## src/crc_pkg.sv

```systemverilog
// shared constants, types and helpers for the catalyzed reaction closure block
package crc_pkg;

  localparam int MAX_MOLECULES = 64;
  localparam int MAX_REACTIONS = 256;

  localparam int MOL_W   = $clog2(MAX_MOLECULES);
  localparam int CNT_W   = $clog2(MAX_MOLECULES + 1);
  localparam int ADDR_W  = $clog2(MAX_REACTIONS);
  localparam int FILL_W  = $clog2(MAX_REACTIONS + 1);
  localparam int CHUNK_W = 8;
  localparam int CHUNKS  = MAX_MOLECULES / CHUNK_W;
  localparam int SEL_W   = $clog2(CHUNKS);
  localparam int PC_W    = $clog2(CHUNK_W + 1);
  localparam int CFG_IDX_W  = 1;
  localparam int CFG_DATA_W = 64;

  // operation codes
  localparam logic [1:0] OP_APPEND = 2'd0;
  localparam logic [1:0] OP_PLAIN  = 2'd1;
  localparam logic [1:0] OP_CAT    = 2'd2;
  localparam logic [1:0] OP_CLEAR  = 2'd3;

  // configuration register indexes
  localparam logic [CFG_IDX_W-1:0] REG_MOL_COUNT = 1'd0;
  localparam logic [CFG_IDX_W-1:0] REG_FOOD_MASK = 1'd1;

  localparam logic [CNT_W-1:0] MOL_COUNT_RST = CNT_W'(MAX_MOLECULES);

  typedef struct packed {
    logic             v;
    logic [MOL_W-1:0] idx;
  } slot_t;

  // record layout: cat, prod, sub_b, sub_a from msb to lsb
  typedef struct packed {
    slot_t cat;
    slot_t prod;
    slot_t sub_b;
    slot_t sub_a;
  } rec_t;

  typedef struct packed {
    logic              accept;
    logic              pop_en;
    logic [SEL_W-1:0]  pop_sel;
    logic              eval;
    logic              pass_clear;
    logic [ADDR_W-1:0] rd_addr;
    logic              out_load;
  } cmd_t;

  typedef struct packed {
    logic [FILL_W-1:0] fill;
    logic              changed;
  } sts_t;

  function automatic logic [PC_W-1:0] pop_chunk(input logic [CHUNK_W-1:0] v);
    logic [PC_W-1:0] c;
    c = '0;
    for (int k = 0; k < CHUNK_W; k++) c = c + PC_W'(v[k]);
    return c;
  endfunction

endpackage

```

## src/crc_ctrl.sv

```systemverilog
// sequencer: accept, food popcount, table sweeps, result handoff
module crc_ctrl (
  input  logic                clk,
  input  logic                rst_n,
  input  logic                in_valid,
  input  logic [1:0]          in_op,
  output logic                in_ready,
  input  logic                out_ready,
  output logic                out_valid,
  input  crc_pkg::sts_t       sts,
  output crc_pkg::cmd_t       cmd
);

  localparam logic [1:0] S_IDLE  = 2'd0;
  localparam logic [1:0] S_POP   = 2'd1;
  localparam logic [1:0] S_SWEEP = 2'd2;
  localparam logic [1:0] S_DONE  = 2'd3;

  localparam logic [crc_pkg::SEL_W-1:0] LAST_CHUNK = crc_pkg::SEL_W'(crc_pkg::CHUNKS - 1);

  logic [1:0]                   state_r, state_nxt;
  logic [crc_pkg::SEL_W-1:0]    chunk_r, chunk_nxt;
  logic [crc_pkg::ADDR_W-1:0]   idx_r, idx_nxt;
  logic                         out_valid_r, out_valid_nxt;
  logic                         last_entry;

  assign in_ready   = (state_r == S_IDLE);
  assign out_valid  = out_valid_r;
  assign last_entry = ({1'b0, idx_r} + crc_pkg::FILL_W'(1)) == sts.fill;

  always_comb begin
    state_nxt = state_r;
    chunk_nxt = chunk_r;
    idx_nxt   = idx_r;
    cmd       = '0;
    case (state_r)
      S_IDLE: begin
        if (in_valid) begin
          cmd.accept = 1'b1;
          chunk_nxt  = '0;
          if (in_op == crc_pkg::OP_APPEND || in_op == crc_pkg::OP_CLEAR) begin
            state_nxt = S_DONE;
          end else begin
            state_nxt = S_POP;
          end
        end
      end
      S_POP: begin
        cmd.pop_en  = 1'b1;
        cmd.pop_sel = chunk_r;
        chunk_nxt   = chunk_r + crc_pkg::SEL_W'(1);
        if (chunk_r == LAST_CHUNK) begin
          if (sts.fill == '0) begin
            state_nxt = S_DONE;
          end else begin
            state_nxt      = S_SWEEP;
            idx_nxt        = '0;
            cmd.rd_addr    = '0;
            cmd.pass_clear = 1'b1;
          end
        end
      end
      S_SWEEP: begin
        cmd.eval = 1'b1;
        if (last_entry) begin
          if (sts.changed) begin
            idx_nxt        = '0;
            cmd.rd_addr    = '0;
            cmd.pass_clear = 1'b1;
          end else begin
            state_nxt = S_DONE;
          end
        end else begin
          idx_nxt     = idx_r + crc_pkg::ADDR_W'(1);
          cmd.rd_addr = idx_r + crc_pkg::ADDR_W'(1);
        end
      end
      S_DONE: begin
        if (!out_valid_r || out_ready) begin
          cmd.out_load = 1'b1;
          state_nxt    = S_IDLE;
        end
      end
      default: state_nxt = S_IDLE;
    endcase
  end

  always_comb begin
    if (cmd.out_load) begin
      out_valid_nxt = 1'b1;
    end else if (out_ready) begin
      out_valid_nxt = 1'b0;
    end else begin
      out_valid_nxt = out_valid_r;
    end
  end

  always_ff @(posedge clk) begin
    if (!rst_n) begin
      state_r     <= S_IDLE;
      chunk_r     <= '0;
      idx_r       <= '0;
      out_valid_r <= 1'b0;
    end else begin
      state_r     <= state_nxt;
      chunk_r     <= chunk_nxt;
      idx_r       <= idx_nxt;
      out_valid_r <= out_valid_nxt;
    end
  end

`ifndef ASSERT_OFF
  // a sweep only runs over a non-empty table
  a_sweep_nonempty: assert property (@(posedge clk) disable iff (!rst_n)
    state_r == S_SWEEP |-> sts.fill != '0)
    else $error("sweep with empty table");

  // evaluated entry always lies below the fill level
  a_eval_in_range: assert property (@(posedge clk) disable iff (!rst_n)
    cmd.eval |-> ({1'b0, idx_r} < sts.fill))
    else $error("entry evaluated beyond fill");

  // a result appears only after the handoff state
  a_valid_from_done: assert property (@(posedge clk) disable iff (!rst_n)
    $rose(out_valid_r) |-> $past(state_r) == S_DONE)
    else $error("result raised outside handoff");
`endif

endmodule

```

## config.mk

```make
export PLATFORM = sky130hd
export DESIGN_NAME = crc_ctrl
export DESIGN_NICKNAME = d
export VERILOG_FILES = /design/src/crc_pkg.sv /design/src/crc_ctrl.sv
export SDC_FILE = /design/constraint.sdc
export NUM_CORES = 1
export LEC_CHECK = 0
export BUFFER_PORTS_ARGS = -buffer_cell sky130_fd_sc_hd__buf_2
export CORE_MARGIN = 8
export CORE_UTILIZATION = 47
export DETAILED_ROUTE_END_ITERATION = 7
export PLACE_DENSITY_LB_ADDON = 0.3
export SLEW_MARGIN = 20
export SYNTH_ARGS = -nofsm -noshare
export SYNTH_HDL_FRONTEND = slang
export SYNTH_SLANG_ARGS = --single-unit
export TNS_END_PERCENT = 100
```

## constraint.sdc

```tcl
create_clock -name clk -period 2.1 [get_ports clk]
set_input_delay 0 -clock clk [delete_from_list [all_inputs] [get_ports clk]]
set_output_delay 0 -clock clk [all_outputs]
set_load 0.005 [all_outputs]
```

# Yosys cells after proc, flatten, opt, wreduce, memory -nomap -nowiden
# Cells that the tools add are included.
[op_classes]
n_mux = 29
n_reduce_logical = 12
n_addsub = 3
n_eq_ne = 13
[ops]
columns = ["op", "count"]
rows = [
  ["$mux W8", 5],
  ["$mux W9", 3],
  ["$pmux W9 S2", 1],
  ["$pmux W8 S2", 1],
  ["$mux W2", 6],
  ["$ne A2 B2 Y1 const B", 6],
  ["$add A8 B1 Y9 const B", 1],
  ["$eq A9 B9 Y1", 1],
  ["$logic_not A9 Y1", 1],
  ["$mux W1", 9],
  ["$add A8 B1 Y8 const B", 1],
  ["$pmux W2 S4", 1],
  ["$eq A2 B2 Y1 const B", 3],
  ["$pmux W3 S2", 1],
  ["$reduce_bool A2 Y1", 3],
  ["$reduce_and A5 Y1", 1],
  ["$logic_not A2 Y1", 2],
  ["$mux W4", 1],
  ["$reduce_and A4 Y1", 1],
  ["$add A3 B1 Y3 const B", 1],
  ["$eq A3 B3 Y1 const B", 1],
  ["$mux W3", 1],
  ["$ne A3 B3 Y1 const B", 1],
  ["$eq A2 B1 Y1 const B", 1],
  ["3 further kinds", 4],
]
[word_totals]
ff_bits = 14
out_inout_bits = 18

# Depth between registers and ports, before layout
[depth]
word_depth = 5
mapped_depth = 10
ltp_nobuf = 9

# Worst setup path after synthesis
# Ideal clock, no wire load.
[synth_path]
kind = "reg-to-reg"
from = "register idx_r[0] in the netlist's numbering"
to = "register idx_r[2] in the netlist's numbering"
setup_ns = 0.122
period_less_slack_ns = 2.297
path_stages_with_launch = 9
path_buffers = 0
path_slack_ns = -0.197
arrival_ns = 2.175
path_cell_list = "dfxtp_1 > ha_1 > xnor2_1 > xnor2_1 > a2111oi_4 > o2111ai_4 > o2111ai_4 > nor3b_1 > a221o_1"
[synth_via]
elab_chain_cells = 4
elab_cells_between_ends = 7
[synth_rtl]
columns = ["item", "line_no", "text"]
rows = [
  ["from (decl)", "crc_ctrl.sv:23", "logic [crc_pkg::ADDR_W-1:0] idx_r, idx_nxt;"],
  ["from (signal assigned)", "crc_ctrl.sv:107", "idx_r <= idx_nxt;"],
  ["$add A8 B1 Y9", "crc_ctrl.sv:29", "assign last_entry = ({1'b0, idx_r} + crc_pkg::FILL_W'(1)) == sts.fill;"],
  ["$eq A9 B9 Y1", "crc_ctrl.sv:29", ""],
  ["$ne A3 B3 Y1 (no source line) or $mux W8 (tied branches)", "-", ""],
  ["$reduce_and A4 Y1 (no source line) or $pmux W8 S2 (tied branches)", "-", ""],
]
# Parallel ways exist; a longest one is shown, timed or not.
# A chain may end at the register's enable or synchronous reset.

==> run metrics <==
PwrDens 677 nW/um2; share of layout cells above drive strength 1 49.5%; Final WS setup -0.211 ns; top-area cell type share of the netlist area 22.5%; Mean Syn Cell Area 8.20 um2; Hold Fails Final Rpt 0; Hold Worst Slack 0.00326 ns; CTS H-Tree Depth 1; DR iter-0 viols 99; WL/cell 16.6 um; Netlist cell types 41; Area growth syn-to-layout 50.6%; ys async rst share 0%; initial antenna violation count 0; Final period util 110%; final setup violating endpoints 19; chip height 67.5 um; worst hold path type in2reg; total routed wirelength 4.06 mm; gr usage total 18.1%; Synth Warn # 0; Net Count, Synth 175; #FFs+latches synth 14; LEAKAGE 0.808 nW; type of origin of the critical path register; xor/xnor share of the synthesized area 10.2%; TritonCTS clock tree yes; Starting Density 49.8%; most frequent cells in the layout 33 x buf_2, 30 x buf_4, 15 x nor2_1; IR drop worst, VDD 720 uV; vias in the first global route 1374; Final HPWL DP 2.90 mm; Root Buffer clkbuf_4; status finished with violations; main combinational cell family by area after synthesis simple AND/OR/NAND/NOR gates; Placeable Area 2500 um2; maxcap violations 0; clock-pin slew on the worst setup and hold paths 0.10 ns; Synth area leaders dfxtp_1 22%, ha_1 7.0%, nor2_1 5.7%; GPL Wtd Cong 0.840; Final ANT Viol Nets 0; Ports 34; GRT overflow 0; failing checks negative setup slack; post-DR vias/cell 5.56; DR DRC count 0; Core Rows 18; cts hold-fix bufs 0; Nets 238; antenna cells 0; CTS Buf Count 3; Simple-Gate Fraction of Synth Area 27.2%; synthesized area 1250 um2; Fin Setup TNS -3.01 ns; port bufs 33; Final Max Slew Viols 0; combinational power share 58.7%; Cell Int Power 0.739 mW; register area share after synthesis 22.5%; Sw Pwr 0.531 mW; Flop pwr share 27.3%; vias after detailed routing 1356; TritonCTS sink count 14; Max Root-Sink Buffers 2; worst slew pin tran 0.640 ns; commonest non-fill, non-tap cell in the layout buf_2; largest net degree at the start of global routing 11; Synth Area in Adders 7.03%; FMAX 0.433 GHz; WP data arrival 2.31 ns; power share of the clock group 14.0%; worst rel slew slack 57.0%; router iterations before antenna repair 4; clock latency on the worst-skew pair 0.29 ns; RSZ-0062 raised after global routing yes; Req. time, crit path 2.10 ns; sw frac 41.8%; global-route wire length before repair 6.40 mm; overall power 1.27 mW; crit path kind reg2out; commonest register cell after synthesis dfxtp_1; die area 4550 um2; clock skew 0.00414 ns; crit path max fanout 6; mux share of post-synthesis cell area 0%; EDFF count, synth 0; CP endpoint kind primary output; largest area contributor in the netlist dfxtp_1; compound-cell area share of the yosys netlist 25.0%; Die X 67.5 um; Synth Instances 152; crit path time final 2.31 ns
[repair_timing]
item / CTS / global route
endpoints found under the setup margin: 19 / 19
resized for setup: 15 / 14
pin swaps: 11 / 9
hold endpoints to repair: 0 / 0
buffers inserted: 6 / 4
[path summary, 6_finish.rpt]
kind	startpoint	to	slack (ns)	cells past startpoint
setup / recovery	idx_r[1]	cmd[4]	-0.21	9
setup reg to reg	idx_r[1]	idx_r[6]	-0.18	8
hold / removal	out_ready	out_valid	0.003	4
hold reg to reg	idx_r[1]	idx_r[1]	0.50	2
[power by group through the flow]
stage | registers (mW) | clock network, mW | logic, mW
3_3_place_gp | 0.349 | 0 | 0.612
3_5_place_dp | 0.354 | 0 | 0.628
5_1_grt | 0.352 | 0.188 | 0.816
2_1_floorplan | 0.350 | 0 | 0.401
6_report | 0.347 | 0.178 | 0.746
4_1_cts | 0.349 | 0.179 | 0.687
[final cells by class]
type,instances,area [um2]
clock buffer,4,26.3
sequential,14,297
inverter,5,18.8
tap,30,37.5
fill,183,623
multi-input combinational,121,1010
timing repair buffer,70,487
[cells in the mapped netlist, types with 2 or more instances]
cell type and instances:
nor2_1 19, dfxtp_1 14, nand2_1 11, a21oi_1 7, buf_4 7, ha_1 7, nand3_1 7, and2_1 6
nor2b_1 6, nor3_1 6, xnor2_1 6, xor2_1 6, a221o_1 5, inv_1 5, nor3b_1 3, nor4_1 3
a311oi_1 2, a31oi_1 2, a32oi_1 2, buf_2 2, clkbuf_1 2, nand2b_1 2, o2111ai_4 2, o21ai_0 2
o21ai_1 2
[state kept, by name, indices dropped and copies added, names as in the netlist]
| signal | flops |
|---|---|
| state_r | 2 |
| chunk_r | 3 |
| out_valid | 1 |
| idx_r | 8 |
[cells by family after synthesis]
family                     after synthesis
AOI/OAI and AO/OA                       33
DFF                                     14
and+or+nand+nor                         68
buffers and inverters                   17
adders and majority gates                7
xor gates and xnor gates                13
[worst max-delay path: stages, from the launching register on]
cell and delay (ns):
dfxtp_4 0.37, ha_4 0.25, xor2_2 0.15, a2111oi_4 0.37, o2111ai_4 0.19, o21ai_2 0.23, buf_4 0.16, buf_6 0.12
nor2_1 0.05, buf_2 0.12
[per-stage QoR]
step                util, %  setup WS [ns]  instance area, um2  instances
finish                 75.1         -0.211                1880        244
global placement       66.0         -0.101                1650        230
detailed placement     66.0         -0.178                1650        230
floorplan                 -        -0.0437                1310        152
CTS                    71.6         -0.152                1790        240
global route           75.1         -0.287                1880        244
[metal layers]
layer	vias up	wire (um)	global-route usage, %	share of wire [%]
met5	-	0	0	0
met4	0	42	5.48	1.0
met3	5	319	3.97	7.9
met2	44	2030	30.3	50
met1	643	1670	22.6	41
li1	664	-	-	-
No activity file was read; power rests on OpenSTA's default activity.
